`src/rtl/core/rtmpche_pkg.sv`:
```
// Shared types, constants and the control program of the chunk header encoder.
// Used by every module in rtl/core but rtmpche_ram; it depends on nothing else.
package rtmpche_pkg;

  // One request beat on the input channel.
  typedef struct packed {
    logic [5:0]  channel_slot;
    logic [16:0] chunk_stream_id;
    logic [31:0] timestamp;
    logic [23:0] message_length;
    logic [7:0]  message_type;
    logic [31:0] stream_id;
    logic        is_absolute;
    logic        first_chunk;
  } in_item_t;

  // One header byte beat on the result channel.
  typedef struct packed {
    logic [7:0] out_byte;
    logic       last_byte;
    logic [1:0] header_format;
    logic       bad_channel;
  } out_item_t;

  // Per-slot record of the last header sent.
  typedef struct packed {
    logic [31:0] sid;
    logic [31:0] ts;
    logic [23:0] len;
    logic [7:0]  mtype;
    logic [31:0] abs_time;
  } rec_t;

  localparam int   REC_W     = $bits(rec_t);
  localparam rec_t REC_RESET = '{sid: '1, ts: '0, len: '0, mtype: '0, abs_time: '0};

  // Header formats.
  localparam logic [1:0] FMT_FULL        = 2'd0;
  localparam logic [1:0] FMT_SAME_STREAM = 2'd1;
  localparam logic [1:0] FMT_SAME_LEN    = 2'd2;
  localparam logic [1:0] FMT_CONT        = 2'd3;

  // Chunk stream id ranges of the basic header.
  localparam logic [16:0] CSID_ONE_LIM   = 17'd64;
  localparam logic [16:0] CSID_TWO_LIM   = 17'd319;
  localparam logic [16:0] CSID_LIMIT     = 17'd65599;
  localparam logic [16:0] CSID_OFFSET    = 17'd64;
  localparam logic [5:0]  CSID_WIDE_MARK = 6'h01;
  localparam logic [31:0] TS_ESCAPE      = 32'h00ff_ffff;

  // Byte sources selected by a control word.
  typedef enum logic [4:0] {
    SRC_BH0, SRC_BH1, SRC_BH2,
    SRC_TS2, SRC_TS1, SRC_TS0,
    SRC_LEN2, SRC_LEN1, SRC_LEN0, SRC_TYPE,
    SRC_SID0, SRC_SID1, SRC_SID2, SRC_SID3,
    SRC_EXT3, SRC_EXT2, SRC_EXT1, SRC_EXT0,
    SRC_ERR
  } src_t;

  // Conditions under which a control word emits its byte.
  typedef enum logic [2:0] {
    C_ALWAYS, C_GOOD, C_BH2, C_BH3, C_F2, C_F1, C_F0, C_EXT
  } cond_t;

  localparam int PC_W      = 5;
  localparam int CNT_W     = 5;
  localparam int UCODE_LEN = 19;

  // Entry points of the program groups.
  localparam logic [PC_W-1:0] PC_TS  = 5'd3;
  localparam logic [PC_W-1:0] PC_LEN = 5'd6;
  localparam logic [PC_W-1:0] PC_SID = 5'd10;
  localparam logic [PC_W-1:0] PC_EXT = 5'd14;
  localparam logic [PC_W-1:0] PC_ERR = 5'd18;
  localparam logic [PC_W-1:0] PC_TOP = 5'd0;

  // A control word: emit src when cond holds, else jump to fail.
  typedef struct packed {
    cond_t           cond;
    src_t            src;
    logic [PC_W-1:0] fail;
  } uword_t;

  // Sequencer to datapath.
  typedef struct packed {
    logic load;
    logic decide;
    logic emit;
    logic last;
    src_t src;
  } ctrl_t;

  // Datapath to sequencer.
  typedef struct packed {
    logic [CNT_W-1:0] nbytes;
    logic             out_free;
    logic             good;
    logic             bh2;
    logic             bh3;
    logic             f2;
    logic             f1;
    logic             f0;
    logic             ext;
  } stat_t;

  function automatic uword_t mk_word(input cond_t c, input src_t s, input logic [PC_W-1:0] f);
    uword_t w;
    w.cond = c;
    w.src  = s;
    w.fail = f;
    return w;
  endfunction

  // The control program. Each group opens with its condition; the last
  // byte of a header ends the program through the byte count.
  function automatic uword_t ucode(input logic [PC_W-1:0] pc);
    uword_t w;
    unique case (pc)
      5'd0:    w = mk_word(C_GOOD,   SRC_BH0,  PC_ERR);
      5'd1:    w = mk_word(C_BH2,    SRC_BH1,  PC_TS);
      5'd2:    w = mk_word(C_BH3,    SRC_BH2,  PC_TS);
      5'd3:    w = mk_word(C_F2,     SRC_TS2,  PC_LEN);
      5'd4:    w = mk_word(C_ALWAYS, SRC_TS1,  PC_TOP);
      5'd5:    w = mk_word(C_ALWAYS, SRC_TS0,  PC_TOP);
      5'd6:    w = mk_word(C_F1,     SRC_LEN2, PC_SID);
      5'd7:    w = mk_word(C_ALWAYS, SRC_LEN1, PC_TOP);
      5'd8:    w = mk_word(C_ALWAYS, SRC_LEN0, PC_TOP);
      5'd9:    w = mk_word(C_ALWAYS, SRC_TYPE, PC_TOP);
      5'd10:   w = mk_word(C_F0,     SRC_SID0, PC_EXT);
      5'd11:   w = mk_word(C_ALWAYS, SRC_SID1, PC_TOP);
      5'd12:   w = mk_word(C_ALWAYS, SRC_SID2, PC_TOP);
      5'd13:   w = mk_word(C_ALWAYS, SRC_SID3, PC_TOP);
      5'd14:   w = mk_word(C_EXT,    SRC_EXT3, PC_TOP);
      5'd15:   w = mk_word(C_ALWAYS, SRC_EXT2, PC_TOP);
      5'd16:   w = mk_word(C_ALWAYS, SRC_EXT1, PC_TOP);
      5'd17:   w = mk_word(C_ALWAYS, SRC_EXT0, PC_TOP);
      5'd18:   w = mk_word(C_ALWAYS, SRC_ERR,  PC_TOP);
      default: w = mk_word(C_ALWAYS, SRC_ERR,  PC_TOP);
    endcase
    return w;
  endfunction

endpackage

```
`src/rtl/core/rtmpche_seq.sv`:
```
// Microcoded sequencer of the chunk header encoder: state, program counter,
// byte count and condition tests. Depends on rtmpche_pkg.
module rtmpche_seq (
  input  logic               clk,
  input  logic               rst_n,
  input  logic               in_valid,
  output logic               in_ready,
  input  rtmpche_pkg::stat_t stat,
  output rtmpche_pkg::ctrl_t ctrl
);

  localparam logic [1:0] ST_IDLE   = 2'd0;
  localparam logic [1:0] ST_DECIDE = 2'd1;
  localparam logic [1:0] ST_RUN    = 2'd2;

  logic [1:0]                    state_r;
  logic [1:0]                    state_nxt;
  logic [rtmpche_pkg::PC_W-1:0]  pc_r;
  logic [rtmpche_pkg::PC_W-1:0]  pc_nxt;
  logic [rtmpche_pkg::CNT_W-1:0] rem_r;
  logic [rtmpche_pkg::CNT_W-1:0] rem_nxt;
  rtmpche_pkg::uword_t           word;
  logic                          take;
  logic                          emit;
  logic                          last;

  // Fetch the control word and test its condition.
  always_comb begin
    word = rtmpche_pkg::ucode(pc_r);
    unique case (word.cond)
      rtmpche_pkg::C_ALWAYS: take = 1'b1;
      rtmpche_pkg::C_GOOD:   take = stat.good;
      rtmpche_pkg::C_BH2:    take = stat.bh2;
      rtmpche_pkg::C_BH3:    take = stat.bh3;
      rtmpche_pkg::C_F2:     take = stat.f2;
      rtmpche_pkg::C_F1:     take = stat.f1;
      rtmpche_pkg::C_F0:     take = stat.f0;
      rtmpche_pkg::C_EXT:    take = stat.ext;
      default:               take = 1'b0;
    endcase
  end

  assign in_ready = (state_r == ST_IDLE);
  assign emit     = (state_r == ST_RUN) && take && stat.out_free;
  assign last     = (rem_r == rtmpche_pkg::CNT_W'(1));

  // Step, jump and end of program.
  always_comb begin
    state_nxt = state_r;
    pc_nxt    = pc_r;
    rem_nxt   = rem_r;
    unique case (state_r)
      ST_IDLE: begin
        if (in_valid) begin
          state_nxt = ST_DECIDE;
        end
      end
      ST_DECIDE: begin
        pc_nxt    = rtmpche_pkg::PC_TOP;
        rem_nxt   = stat.nbytes;
        state_nxt = ST_RUN;
      end
      ST_RUN: begin
        if (!take) begin
          pc_nxt = word.fail;
        end else if (stat.out_free) begin
          if (last) begin
            state_nxt = ST_IDLE;
          end else begin
            pc_nxt  = pc_r + rtmpche_pkg::PC_W'(1);
            rem_nxt = rem_r - rtmpche_pkg::CNT_W'(1);
          end
        end
      end
      default: begin
        state_nxt = ST_IDLE;
      end
    endcase
  end

  always_ff @(posedge clk) begin
    if (!rst_n) begin
      state_r <= ST_IDLE;
      pc_r    <= '0;
      rem_r   <= '0;
    end else begin
      state_r <= state_nxt;
      pc_r    <= pc_nxt;
      rem_r   <= rem_nxt;
    end
  end

  assign ctrl.load   = in_valid && in_ready;
  assign ctrl.decide = (state_r == ST_DECIDE);
  assign ctrl.emit   = emit;
  assign ctrl.last   = last;
  assign ctrl.src    = word.src;

  // The byte count never runs out while the program is active.
  a_rem_nonzero: assert property (@(posedge clk) disable iff (!rst_n)
    (state_r == ST_RUN) |-> (rem_r != '0))
    else $error("byte count empty while emitting");

  // The program counter stays inside the program.
  a_pc_range: assert property (@(posedge clk) disable iff (!rst_n)
    (state_r == ST_RUN) |-> (pc_r < rtmpche_pkg::PC_W'(rtmpche_pkg::UCODE_LEN)))
    else $error("program counter left the program");

  // The final beat of a header returns the sequencer to idle.
  a_last_ends: assert property (@(posedge clk) disable iff (!rst_n)
    (emit && last) |=> (state_r == ST_IDLE))
    else $error("sequencer kept running after the last beat");

  // An accepted request is decided in the next cycle.
  a_accept_decide: assert property (@(posedge clk) disable iff (!rst_n)
    (in_valid && in_ready) |=> (state_r == ST_DECIDE))
    else $error("accepted request not decided");

endmodule

```
`config.mk`:
```
export PLATFORM = sky130hd
export DESIGN_NAME = rtmpche_seq
export DESIGN_NICKNAME = d
export VERILOG_FILES = /design/src/rtl/core/rtmpche_pkg.sv /design/src/rtl/core/rtmpche_seq.sv
export SDC_FILE = /design/constraint.sdc
export NUM_CORES = 1
export LEC_CHECK = 0
export BUFFER_PORTS_ARGS = -buffer_cell sky130_fd_sc_hd__clkbuf_2
export CAP_MARGIN = 25
export CORE_MARGIN = 10
export CORE_UTILIZATION = 58
export CTS_CLUSTER_DIAMETER = 40
export DETAILED_ROUTE_END_ITERATION = 10
export GPL_TIMING_DRIVEN = 0
export HOLD_SLACK_MARGIN = 0.05
export PLACE_DENSITY_LB_ADDON = 0.12
export SKIP_CTS_REPAIR_TIMING = 1
export SYNTH_ARGS = -nofsm -noshare
export SYNTH_HDL_FRONTEND = slang
export SYNTH_SLANG_ARGS = --single-unit
```
`constraint.sdc`:
```
create_clock -name clk -period 4.38 [get_ports clk]
set_input_delay 0.438 -clock clk [delete_from_list [all_inputs] [get_ports clk]]
set_output_delay 0.438 -clock clk [all_outputs]
set_load 0.03 [all_outputs]
```
Yosys cells after proc, flatten, opt, wreduce, memory -nomap -nowiden --
Memory sizes are Yosys's and may differ from the RTL's. A register that Yosys moved wholly into a read port is not among the register bits. Index checks and enable logic that the tools add are counted.
Storage, ports and cells: bits in registers 12, bits in read-only memories 416, input port bits 16, output and inout bits 10, word-level logic and storage cells 48, memories 1
Memory list:
- (name not given) | depth 32, width 13, rd ports 1, clocked after memory_dff 1, wr ports 0, RTL line rtmpche_pkg.sv:119 | unique case (pc)
Operators by class: add/subtract/negate cells 2, eq/ne operators 17, multiplexer cells 16, reductions and logical operators 9
Operator list (number):
- $mux W5 | 8
- $pmux W5 S2 | 2
- $eq A3 B3 Y1 const B | 4
- $ne A2 B2 Y1 const B | 5
- $mux W2 | 4
- $pmux W1 S8 | 1
- $reduce_and A4 Y1 | 2
- $eq A3 B2 Y1 const B | 2
- $ne A3 B3 Y1 const B | 2
- $pmux W2 S3 | 1
- $add A5 B1 Y5 const B | 1
- $eq A5 B1 Y1 const B | 1
- $sub A5 B1 Y5 const B | 1
- $eq A3 B1 Y1 const B | 1
- $logic_and A1 B1 Y1 | 3
- $logic_not A3 Y1 | 1
- $reduce_and A3 Y1 | 1
- $eq A2 B1 Y1 const B | 1
- $eq A2 B2 Y1 const B | 1
- $logic_not A2 Y1 | 1
- $reduce_bool A2 Y1 | 1

Logic depth before layout (Yosys ltp) --
depth in word-level cells 7, depth in mapped cells 13, depth with buffers taken out 13

Least setup slack after synthesis --
No wires, ideal clock.
path kind register -> register, start point register rem_r[0] (netlist name), end point register word[1] (netlist name), data arrival time 2.145 ns, slack 2.120 ns, cell stages (with the launch flop) 13, path buffers 0, period minus slack after synthesis 2.260 ns, cell sequence dfxtp_1 ha_1 or4b_4 clkinv_4 o31ai_2 a21oi_1 o21ai_0 o211ai_1 inv_1 ha_1 inv_1 a21oi_1 o21a_1
Between the ends: word-level cells in the longest chain between the ends 5
RTL lines:
- start, declared | RTL line rtmpche_seq.sv:20 | logic [rtmpche_pkg::CNT_W-1:0] rem_r;
- start signal, assigned | RTL line rtmpche_seq.sv:89 | rem_r <= rem_nxt;
- $eq A5 B1 Y1 | RTL line rtmpche_seq.sv:45 | assign last = (rem_r == rtmpche_pkg::CNT_W'(1));
- net last | RTL line rtmpche_seq.sv:25 | logic last;
- $ne A3 B3 Y1 (no line)
- $reduce_and A3 Y1 (no line)
- $mux W5 (no line) (2 in series)
The timed path passes the listed nets, and every way through them passes these cells. A chain may end at the register's enable or synchronous reset.

Worst setup path after layout --
start point register state_r[0], end point output port ctrl[6] (netlist name)
Between the ends: word-level cells in the longest chain between the ends 3
RTL lines:
- start, declared | RTL line rtmpche_seq.sv:16 | logic [1:0] state_r;
- start signal, assigned | RTL line rtmpche_seq.sv:87 | state_r <= state_nxt;
- $eq A2 B2 Y1 | RTL line rtmpche_seq.sv:44 | assign emit = (state_r == ST_RUN) && take && stat.out_free;
- $logic_and A1 B1 Y1 (2 in series) | RTL line rtmpche_seq.sv:44
- end, declared | RTL line rtmpche_seq.sv:9 | output rtmpche_pkg::ctrl_t ctrl
No other way between the ends.

==> results by group <==
Power
  – Static leakage: just under 0.8 nW
  – Power Total: 0.498 mW
  – VDD IR max: between 0.0002 and 0.0003 V
  – Power Dens Cells: just over 300 mW/mm²

Floorplanning
  – Total Die Area: between 0.004 and 0.005 mm²
  – Die width: 69.4 µm
  – Initial Util: between 60% and 70%
  – Die Ht: ~69 µm
  – Core area: ~0.0023 mm²
  – I/O pin count: 26
  – # rows: 17

STA
  – Final setup TNS: 0 ns
  – Min Tclk post-route: 2.67 ns
  – Pins Over Slew Limit: 0
  – Fin crit share: around three fifths
  – Worst rel slew slack: 66.8%
  – Fin. Hold Viols: 0
  – RSZ-0062 raised after global routing: false
  – Max Clock Freq: ~370 MHz
  – Max Clock Skew: 0.00231 ns
  – Slew of the pin with the lowest slew margin: slightly below 0.5 ns
  – Setup-failing EPs final: 0

Place
  – Area after DPL: around 0.0016 mm²
  – IO buf count: 25
  – DP HPWL: about 2300 µm
  – GPL Wtd Cong: 0.878

Critical path
  – Most used cell, CP: clkbuf_1
  – Worst Setup SP: state_r[0]
  – Crit path largest cell delay: about 0.42 ns
  – R2r startpoint: rem_r[0]
  – Critical path required time: ~4 ns
  – Crit Path Class: register to output pin
  – Cell breakdown of the critical path: nand2b_1, clkbuf_1, clkbuf_1, nor3_1, buf_4, clkbuf_2
  – Critical Path AT: approximately 2.2 ns
  – CP Launch Type: register
  – Critical-path top delay cell: dfxtp_1
  – Worst setup EP type: output pin
  – CP Max Fanout: 10

Synthesis
  – Post-synth net total: 183
  – Post-Synthesis Cells: 160
  – Commonest cells post-synth: dfxtp_1, a21oi_1, inv_1
  – Post-synth top area share: 35.4%
  – Top-count cell post-synth: dfxtp_1
  – Post-Synth Adder-Cell Area: around 7.6%
  – Unique masters post-synth: 47
  – Mux share of post-synthesis cell area: ~5.1%
  – Sequential element share of the synthesized area: between 30 and 40%
  – Xor and xnor area share after synthesis: 1.24%
  – Asr flop ratio synth: 0%
  – Cell Area, Synth: between 0.001 and 0.0015 mm²
  – YS warnings: 0
  – Largest family of logic cells by synthesized area: compound AO/OA/AOI/OAI gates
  – Cell taking the most area after synthesis: dfxtp_1
  – Simple logic cell fraction of the synthesized area: about 17%
  – Compound-Gate Fraction of Synth Area: between 20% and 30%
  – Top cells by area, synth: dfxtp_1, ha_1, a21oi_1
  – Yosys reg bits: 25
  – Post-synth EDFFs: 0
  – Predominant post-synthesis flop cell: dfxtp_1
  – Syn Area/Cell: just under 9 µm²

Layout
  – Ant diodes: 0
  – Layout cells sized above 1: 26.5%
  – Design area: around 0.0016 mm²
  – Layout net count: between 200 and 250
  – Area Overhead vs Synth: 13.5%

Clock network
  – Worst-Skew Late Latency: 0.33 ns
  – CTS clk-pin slew, worst paths: ~0.15 ns
  – CTS H-tree depth: 1
  – CTS Sinks: 25
  – Inserted Clock Buffers: 3
  – Maximum root-to-sink buffer count: 2
  – CTS tree: yes
  – Root Driver: clkbuf_4

GRT
  – First-pass GRT wire length: 5250 µm
  – Vias in the first global route: 1,171
  – Initial antenna violation count: 0
  – GRT overflow: 0
  – Overall routing resource usage: between 10% and 20%
  – Largest net degree at the start of global routing: 17

Outcome
  – Status: finished, final reports clean

Route
  – Routed WL per cell: 13.7 µm
  – Vias: between 1,000 and 1,500
  – Final wirelength: approximately 3000 µm
  – 1st-iter DRT viols: just over 90
  – DRC errors left: 0
  – Routed Antenna Nets: 0
  – DR pass1 iterations: 4
  – Vias/cell: approximately 5.5

Job
  – Max_cap viols: 0

Min path
  – Hold Crit Start: stat[8]
  – Hold crit path type: input pin to register
-- per-stage QoR --
step           setup WS, ns  util, %  hold slack, ns  std cells
2_1_floorplan          2.12        -           0.468        160
3_3_place_gp           1.86     69.2           0.478        213
3_5_place_dp           1.79     69.2           0.493        213
4_1_cts                1.74     70.5           0.329        217
5_1_grt                1.55     70.5           0.325        217
6_report               1.71     70.5           0.334        217
-- cells in the final DEF, fill, tap and decap left out, types with 2 or more instances in the layout --
cell and n:
clkbuf_2 25, nand2_1 7, o211ai_1 2, nor2b_1 2, a21oi_1 15, mux2i_1 5
nand3_1 4, nor3_1 4, o21a_1 2, or2_0 2, clkbuf_4 3, nor2_1 13
maj3_1 2, o21ai_0 7, inv_1 14, ha_1 7, buf_4 8, and2_1 3
and3_1 2, xnor2_1 2, a211oi_1 3, dfxtp_1 25, clkbuf_1 2, nor3b_1 2
nand2b_1 3
-- cell type report --
type | count | area (µm²)
clock inverter | 1 | 8.76
inverter | 16 | 65.1
fill | 188 | 671
multi-input combinational | 107 | 764
tap | 28 | 35.0
sequential | 25 | 500
buffer | 12 | 83.8
timing repair buffer | 25 | 125
clock buffer | 3 | 22.5
-- power breakdown --
| part | total [mW] | internal [mW] | switching, mW |
|---|---|---|---|
| Clock | 0.115 | 0.0373 | 0.0772 |
| Combinational | 0.128 | 0.0554 | 0.0730 |
| Sequential | 0.255 | 0.243 | 0.0114 |
-- sequential cells by signal (all words and copies together), names as in the netlist --
name	cells
word	13
pc_r	5
rem_r	5
state_r	2
-- logic make-up (layout without fill, tap and decap cells) --
| logic type | Yosys count | after routing |
|---|---|---|
| mux | 6 | 6 |
| xor+xnor | 2 | 2 |
| simple gates | 46 | 46 |
| compound gates | 44 | 44 |
| flops | 25 | 25 |
| buf+inv | 28 | 57 |
| fa+ha+maj | 9 | 9 |
-- per-layer routing --
| layer | global-route usage (%) | up-vias | share of wire, % |
|---|---|---|---|
| met2 | 21.2 | 29 | 49 |
| met1 | 14.3 | 553 | 45 |
| li1 | - | 609 | - |
| met5 | 0 | - | 0 |
| met3 | 4.14 | 4 | 5.2 |
| met4 | 5.10 | 0 | 1.4 |
-- worst paths after layout --
check | end | slack, ns | cells past startpoint
worst max register to register | word[1] | 1.81 | 12
worst min-delay path | rem_r[0] | 0.33 | 3
worst max-delay path | ctrl[6] | 1.71 | 6
worst min register to register | rem_r[4] | 0.51 | 2
-- critical path: cells and delay by family (launching register included) --
kind / cells / cell delay [ns]
flops: 1 / 0.42
simple gates: 2 / 0.35
buf+inv: 4 / 1.13
No activity file was read; power rests on OpenSTA's default activity.
